<file path="src/rgpec_pkg.sv">
// Shared types, constants and the PEC15 table function for the checker.
// No dependencies.
package rgpec_pkg;

  localparam int MAX_DEVICES_DEF      = 16;
  localparam int FRAME_DATA_BYTES_DEF = 6;
  localparam int READING_BYTES        = 6;
  localparam int QUEUE_DEPTH          = 4;
  localparam int POS_W                = 3;
  localparam int DEV_W                = 4;
  localparam int CHAIN_W              = 5;

  localparam logic [15:0] PEC_SEED = 16'h0010;
  localparam logic [15:0] PEC_POLY = 16'h4599;

  typedef enum logic [1:0] {
    KIND_DATA,
    KIND_PEC_HI,
    KIND_PEC_LO
  } byte_kind_t;

  typedef struct packed {
    logic [7:0]       data_byte;
    logic [POS_W-1:0] pos;
    byte_kind_t       kind;
    logic             first;
    logic             start;
  } rx_item_t;

  // One entry of the byte-wise PEC15 table.
  function automatic logic [15:0] pec_table_entry(input logic [7:0] idx);
    logic [15:0] rem;
    rem = {1'b0, idx, 7'b0};
    for (int b = 0; b < 8; b++) begin
      if (rem[14]) begin
        rem = {rem[14:0], 1'b0} ^ PEC_POLY;
      end else begin
        rem = {rem[14:0], 1'b0};
      end
    end
    return rem;
  endfunction

endpackage

</file>
<file path="src/rgpec_front.sv">
// Front end: tracks the byte position in the frame and classifies each byte.
// Depends on rgpec_pkg.
module rgpec_front import rgpec_pkg::*; #(
  parameter int FRAME_DATA_BYTES = FRAME_DATA_BYTES_DEF
) (
  input  logic       clk,
  input  logic       rst,
  input  logic [7:0] data_byte,
  input  logic       frame_start,
  input  logic       accept,
  output rx_item_t   item
);

  localparam logic [POS_W-1:0] PEC_HI_POS = POS_W'(FRAME_DATA_BYTES);
  localparam logic [POS_W-1:0] PEC_LO_POS = POS_W'(FRAME_DATA_BYTES + 1);

  logic [POS_W-1:0] byte_position;
  logic [POS_W-1:0] byte_position_next;
  logic [POS_W-1:0] pos;

  always_comb begin
    pos = frame_start ? '0 : byte_position;
    item.data_byte = data_byte;
    item.pos       = pos;
    item.first     = (pos == '0);
    item.start     = frame_start;
    if (pos < PEC_HI_POS) begin
      item.kind = KIND_DATA;
    end else if (pos == PEC_HI_POS) begin
      item.kind = KIND_PEC_HI;
    end else begin
      item.kind = KIND_PEC_LO;
    end
    byte_position_next = (pos == PEC_LO_POS) ? '0 : pos + 1'b1;
  end

  always_ff @(posedge clk) begin
    if (rst) begin
      byte_position <= '0;
    end else if (accept) begin
      byte_position <= byte_position_next;
    end
  end

endmodule

</file>
<file path="src/rgpec_queue.sv">
// Small FIFO of classified bytes between front and back end.
// Depends on rgpec_pkg.
module rgpec_queue import rgpec_pkg::*; #(
  parameter int DEPTH = QUEUE_DEPTH
) (
  input  logic     clk,
  input  logic     rst,
  input  logic     push,
  input  rx_item_t push_item,
  output logic     full,
  input  logic     pop,
  output logic     avail,
  output rx_item_t head
);

  localparam int PTR_W = (DEPTH > 1) ? $clog2(DEPTH) : 1;
  localparam int CNT_W = $clog2(DEPTH + 1);
  localparam logic [PTR_W-1:0] LAST_PTR = PTR_W'(DEPTH - 1);
  localparam logic [CNT_W-1:0] FULL_CNT = CNT_W'(DEPTH);

  rx_item_t         slots [DEPTH];
  logic [PTR_W-1:0] wr_ptr;
  logic [PTR_W-1:0] rd_ptr;
  logic [CNT_W-1:0] count;

  assign full  = (count == FULL_CNT);
  assign avail = (count != '0);
  assign head  = slots[rd_ptr];

  always_ff @(posedge clk) begin
    if (push) begin
      slots[wr_ptr] <= push_item;
    end
  end

  always_ff @(posedge clk) begin
    if (rst) begin
      wr_ptr <= '0;
      rd_ptr <= '0;
      count  <= '0;
    end else begin
      if (push) begin
        wr_ptr <= (wr_ptr == LAST_PTR) ? '0 : wr_ptr + 1'b1;
      end
      if (pop) begin
        rd_ptr <= (rd_ptr == LAST_PTR) ? '0 : rd_ptr + 1'b1;
      end
      case ({push, pop})
        2'b10:   count <= count + 1'b1;
        2'b01:   count <= count - 1'b1;
        default: count <= count;
      endcase
    end
  end

endmodule

</file>
<file path="src/rgpec_back.sv">
// Back end: PEC15 update, frame assembly, device count and output register.
// Depends on rgpec_pkg.
module rgpec_back import rgpec_pkg::*; #(
  parameter int MAX_DEVICES = MAX_DEVICES_DEF
) (
  input  logic               clk,
  input  logic               rst,
  input  logic [CHAIN_W-1:0] chain_length,
  input  logic               avail,
  input  rx_item_t           head,
  output logic               pop,
  output logic               out_valid,
  input  logic               out_ready,
  output logic [15:0]        value_a,
  output logic [15:0]        value_b,
  output logic [15:0]        value_c,
  output logic               pec_ok,
  output logic [DEV_W-1:0]   device_index,
  output logic               last_device
);

  localparam logic [CHAIN_W-1:0] MAX_CHAIN = CHAIN_W'(MAX_DEVICES);

  logic [15:0]        crc_remainder;
  logic [15:0]        crc_base;
  logic [15:0]        crc_next;
  logic [7:0]         dbytes [READING_BYTES];
  logic [7:0]         pec_high_byte;
  logic [DEV_W-1:0]   device_counter;
  logic [DEV_W-1:0]   dev_base;
  logic [CHAIN_W-1:0] eff_len;
  logic               is_last;
  logic               emit;

  // Only a final PEC byte needs room in the output register.
  assign pop  = avail && ((head.kind != KIND_PEC_LO) || !out_valid || out_ready);
  assign emit = pop && (head.kind == KIND_PEC_LO);

  always_comb begin
    crc_base = head.first ? PEC_SEED : crc_remainder;
    crc_next = {crc_base[7:0], 8'h00} ^ pec_table_entry(crc_base[14:7] ^ head.data_byte);
    dev_base = head.start ? '0 : device_counter;
    if (chain_length == '0) begin
      eff_len = CHAIN_W'(1);
    end else if (chain_length > MAX_CHAIN) begin
      eff_len = MAX_CHAIN;
    end else begin
      eff_len = chain_length;
    end
    is_last = ({1'b0, dev_base} >= (eff_len - 1'b1));
  end

  always_ff @(posedge clk) begin
    if (pop) begin
      if (head.kind == KIND_DATA) begin
        crc_remainder <= crc_next;
      end
      if (head.kind == KIND_PEC_HI) begin
        pec_high_byte <= head.data_byte;
      end
      for (int i = 0; i < READING_BYTES; i++) begin
        if ((head.kind == KIND_DATA) && (head.pos == POS_W'(i))) begin
          dbytes[i] <= head.data_byte;
        end else if (head.first) begin
          dbytes[i] <= 8'h00;
        end
      end
    end
    if (emit) begin
      value_a      <= {dbytes[1], dbytes[0]};
      value_b      <= {dbytes[3], dbytes[2]};
      value_c      <= {dbytes[5], dbytes[4]};
      pec_ok       <= ({pec_high_byte, head.data_byte} == {crc_remainder[14:0], 1'b0});
      device_index <= dev_base;
      last_device  <= is_last;
    end
  end

  always_ff @(posedge clk) begin
    if (rst) begin
      device_counter <= '0;
      out_valid      <= 1'b0;
    end else begin
      if (emit) begin
        device_counter <= is_last ? '0 : dev_base + 1'b1;
      end else if (pop && head.start) begin
        device_counter <= '0;
      end
      if (emit) begin
        out_valid <= 1'b1;
      end else if (out_ready) begin
        out_valid <= 1'b0;
      end
    end
  end

endmodule

</file>
<file path="src/register_group_pec15_checker_core.sv">
// channel   dir  handshake                 payload
// s_axis    in   s_tvalid / s_tready       tdata: data_byte; tuser: frame_start
// m_axis    out  m_tvalid / m_tready       tdata: readings, device_index;
//                                          tuser: pec_ok; tlast: last_device
// cfg       in   cfg_wr_en                 cfg_wr_data: chain_length
//
// One byte per cycle sustained while the queue has room; the PEC15 table update is combinational.
// A byte reaches the back end through the queue; a frame result
// is valid on m_tdata from the edge at which its last PEC byte leaves the queue.
// Reset clears framing, queue and device count; chain_length returns to 1.
// A stalled output only blocks final PEC bytes; the 4-entry queue absorbs
// input while the output register waits.
// Top level of the register-group PEC15 checker. Depends on rgpec_pkg,
// rgpec_front, rgpec_queue and rgpec_back.
module register_group_pec15_checker_core import rgpec_pkg::*; #(
  parameter int MAX_DEVICES      = MAX_DEVICES_DEF,
  parameter int FRAME_DATA_BYTES = FRAME_DATA_BYTES_DEF
) (
  input  logic               clk,
  input  logic               rst,
  input  logic               s_tvalid,
  output logic               s_tready,
  input  logic [7:0]         s_tdata,     // [7:0] data_byte
  input  logic               s_tuser,     // [0] frame_start
  output logic               m_tvalid,
  input  logic               m_tready,
  output logic [55:0]        m_tdata,     // value_a, value_b, value_c, device_index, pad
  output logic               m_tuser,     // [0] pec_ok
  output logic               m_tlast,
  input  logic               cfg_wr_en,
  input  logic [CHAIN_W-1:0] cfg_wr_data
);

  logic [CHAIN_W-1:0] chain_length;
  rx_item_t           front_item;
  rx_item_t           head;
  logic               accept;
  logic               q_full;
  logic               q_avail;
  logic               q_pop;
  logic [15:0]        value_a;
  logic [15:0]        value_b;
  logic [15:0]        value_c;
  logic [DEV_W-1:0]   device_index;

  assign s_tready = !q_full;
  assign accept   = s_tvalid && s_tready;
  assign m_tdata  = {4'b0000, device_index, value_c, value_b, value_a};

  always_ff @(posedge clk) begin
    if (rst) begin
      chain_length <= CHAIN_W'(1);
    end else if (cfg_wr_en) begin
      chain_length <= cfg_wr_data;
    end
  end

  rgpec_front #(
    .FRAME_DATA_BYTES(FRAME_DATA_BYTES)
  ) u_front (
    .clk        (clk),
    .rst        (rst),
    .data_byte  (s_tdata),
    .frame_start(s_tuser),
    .accept     (accept),
    .item       (front_item)
  );

  rgpec_queue #(
    .DEPTH(QUEUE_DEPTH)
  ) u_queue (
    .clk      (clk),
    .rst      (rst),
    .push     (accept),
    .push_item(front_item),
    .full     (q_full),
    .pop      (q_pop),
    .avail    (q_avail),
    .head     (head)
  );

  rgpec_back #(
    .MAX_DEVICES(MAX_DEVICES)
  ) u_back (
    .clk         (clk),
    .rst         (rst),
    .chain_length(chain_length),
    .avail       (q_avail),
    .head        (head),
    .pop         (q_pop),
    .out_valid   (m_tvalid),
    .out_ready   (m_tready),
    .value_a     (value_a),
    .value_b     (value_b),
    .value_c     (value_c),
    .pec_ok      (m_tuser),
    .device_index(device_index),
    .last_device (m_tlast)
  );

endmodule

</file>
<file path="config.mk">
export PLATFORM = sky130hd
export DESIGN_NAME = register_group_pec15_checker_core
export DESIGN_NICKNAME = d
export VERILOG_FILES = /design/src/rgpec_pkg.sv /design/src/rgpec_front.sv /design/src/rgpec_queue.sv /design/src/rgpec_back.sv /design/src/register_group_pec15_checker_core.sv
export SDC_FILE = /design/constraint.sdc
export NUM_CORES = 1
export LEC_CHECK = 0
export ABC_AREA = 1
export BUFFER_PORTS_ARGS = -buffer_cell sky130_fd_sc_hd__clkbuf_2
export CAP_MARGIN = 15
export CELL_PAD_IN_SITES_DETAIL_PLACEMENT = 1
export CELL_PAD_IN_SITES_GLOBAL_PLACEMENT = 1
export CORE_MARGIN = 10
export CORE_UTILIZATION = 52
export DETAILED_ROUTE_END_ITERATION = 8
export GPL_ROUTABILITY_DRIVEN = 0
export HOLD_SLACK_MARGIN = 0.15
export PLACE_DENSITY = 0.88
export SYNTH_ARGS = -nofsm -noshare
export SYNTH_HDL_FRONTEND = slang
export SYNTH_SLANG_ARGS = --single-unit
</file>
<file path="constraint.sdc">
create_clock -name clk -period 5.75 [get_ports clk]
set_clock_uncertainty 0.05 [all_clocks]
set_input_delay 0.575 -clock clk [delete_from_list [all_inputs] [get_ports clk]]
set_output_delay 0.575 -clock clk [all_outputs]
set_load 0.005 [all_outputs]
</file>
==> results.md <==
- Num ports: 79
- Avg Cell Area, Syn: 12.0 um2
- Hold Buf Count CTS: 0
- DRC viols: 0
- Input/output buffers: 74
- DR iter-0 viols: 547
- Synth cell types: 37
- Core ar.: 0.0165 mm2
- TNS Setup: 0 ns
- Die Y-Extent: 149 um
- Starting Density: 0.526
- Final Core Density: 0.603
- Post-route insts no fill: 1,045
- Synth area leader: edfxtp_1
- Worst reg2reg setup slack: 2.12 ns
- Clock buffer depth: 3
- Fin. max-slew vios: 0
- CP Data Required Time: 5.94 ns
- Crit path to: u_back.crc_remainder[11]
- Top-count cell post-synth: edfxtp_1
- Syn Inst Count: 724
- Flops & latches, synth: 207
- GR peak layer: met2
- Vias in the first global route: 6,177
- Final period util: 0.632
- Seq/Total Area, Yosys: 0.683
- Antenna diodes: 0
- Max frequency: 275 MHz
- Setup bufs post-CTS: 0
- Worst setup margin: 2.12 ns
- Die area: 0.0222 mm2
- Met3 usage: 0.0388
- Antenna violations before repair: 0
- Post-route minimum period: 3.63 ns
- FP Rows: 47
- Largest net degree at the start of global routing: 56
- Drt total wl: 21,300 um
- Clock transition at path regs: 0.06 ns
- Setup violators final: 0
- Clk Latency, worst-skew pair: 0.50 ns
- H-tree levels: 1
- M1 GR Usage: 0.219
- Placed cells: 1,007
- Cts repair resizes: 0
- Post-Syn Area: 0.00866 mm2
- Critical path class: reg2reg
- Setup crit end kind: register
- R2r endpoint: u_back.crc_remainder[11]
- Most used DFF post-synth: edfxtp_1
- Share of cells above drive strength 1: 0.184
- Rel. slew slack: 0.435
- Top cell type's share of synthesized area: 0.614
- Post-synth EDFFs: 177
- Worst-Margin Slew: 0.844 ns
- Crit-path max FO: 32
- Met2 global-route usage: 0.350
- Share of flip-flops with an asynchronous set or reset: 0
- Routed Antenna Nets: 0
- HP Class: in2reg
- Layout Area Growth over Synthesis: 14.6%
- Final HPWL DP: 15,200 um
- First-pass GRT wire length: 33,600 um
- Final Hold Viols: 0
- Commonest cells post-synth: edfxtp_1 (177), nand2_1 (118), nor2_1 (99)
- DR vias/cell: 5.45
- Worst-case reg-to-reg path depth: 17
- MaxCap Viol Count: 0
- Gr usage total: 0.191
- Critical Path Source Type: register
- Vias: 5,692
- RSZ-0062 raised after global routing: false
- Gr ovfl total: 0
- Die X: 149 um
- Pre-CTS setup slack: 2.18 ns
- WL/cell: 20.4 um
- CTS tree: done
- Outcome: finished, final reports clean
- CP Data Arrival Time: 3.83 ns
- Num CTS Buffers: 21
- CTS Root Buffer Type: clkbuf_16
- Syn. warnings: 0
- Nets: 846
- Pre-Repair DR Iteration Count: 5
- Leading cell types by total area after synthesis: edfxtp_1 (61%), dfxtp_1 (6.9%), nand2_1 (5.1%)
- CTS sink cnt: 207
final cells by class:
class,count,area [um2]
clock buffers,26,564
clock inverters,11,100
fillers,1714,6540
inverters,68,255
multi-input cells,432,2380
flip-flops and latches,207,5920
well taps,220,275
repair buffers,81,435
worst min-delay path by stage:
| stage | from | end | slack, ns | cells after the start |
|---|---|---|---|---|
| 3_3_place_gp | u_back.dbytes[2][15] | m_tdata[47] | 0.35 | 0 |
| 5_1_grt | s_tdata[4] | u_queue.slots[3][11] | 0.25 | 1 |
| 2_1_floorplan | u_back.dbytes[0][0] | m_tdata[0] | 0.35 | 0 |
| 4_1_cts | s_tdata[2] | u_queue.slots[1][9] | 0.24 | 1 |
| 6_report | s_tdata[2] | u_queue.slots[1][9] | 0.25 | 1 |
| 3_5_place_dp | u_back.dbytes[0][3] | m_tdata[3] | 0.36 | 0 |
per-stage QoR:
| stage | instance area (um2) | hold slack [ns] |
|---|---|---|
| 5_1_grt | 9930 | 0.246 |
| 4_1_cts | 9910 | 0.244 |
| 3_5_place_dp | 9240 | 0.356 |
| 2_1_floorplan | 8670 | 0.350 |
| 6_report | 9930 | 0.247 |
| 3_3_place_gp | 9240 | 0.354 |
cells by family after synthesis:
logic type / count (synthesis) / share of synthesized area
xor gates and xnor gates: 42 / 0.0498
buffers and inverters: 88 / 0.0438
other: 1 / 0.000433
adders and majority gates: 16 / 0.0240
and+or+nand+nor: 294 / 0.150
DFF: 207 / 0.683
AOI/OAI and AO/OA: 76 / 0.0491
registers in the layout (all words and copies together) (netlist names), 3 cells and up, named ones only:
name,cells
u_front.byte_position,3
u_back.device_counter,4
u_back.crc_remainder,15
u_queue.count,3
u_back.device_index,4
u_back.pec_high_byte,8
u_back.dbytes,48
u_queue.slots,60
chain_length,5
m_tdata,48
critical path, cell delays in order, from the launching register on:
cell	delay, ns
dfxtp_1	0.31
buf_4	0.32
inv_2	0.31
nand2_1	0.13
nand3_1	0.07
nand2_1	0.51
nand2_1	0.26
xor2_4	0.32
inv_2	0.07
nand2_1	0.08
nand3_1	0.11
nand3_1	0.18
nand3_2	0.15
nand2_4	0.14
nand2_4	0.07
nand2_2	0.08
xor2_1	0.15
inv_1	0.07
per-layer routing:
metal | vias up | wire (um)
met3 | 52 | 1360
met2 | 199 | 11100
met1 | 2809 | 8260
met4 | 0 | 572
li1 | 2632 | -
met5 | - | 0
cell usage in the layout (no fill, tap or decap), drive strengths merged, types with 2 or more instances in the layout:
| cell | instances |
|---|---|
| clkbuf | 100 |
| nand3b | 3 |
| nor2 | 99 |
| xor2 | 30 |
| o22ai | 9 |
| nor3 | 2 |
| bufinv | 2 |
| a32o | 2 |
| or2 | 2 |
| o21ai | 27 |
| edfxtp | 177 |
| clkinv | 9 |
| a21oi | 31 |
| ha | 15 |
| nand3 | 47 |
| nor4 | 2 |
| dfxtp | 30 |
| buf | 7 |
| conb | 4 |
| nand4 | 3 |
| inv | 68 |
| nand2 | 135 |
| xnor2 | 12 |
| a32oi | 3 |
Power is left out: the tool's default activity adds up to more than one toggle a clock period on the data nets, which glitch-free logic cannot reach.
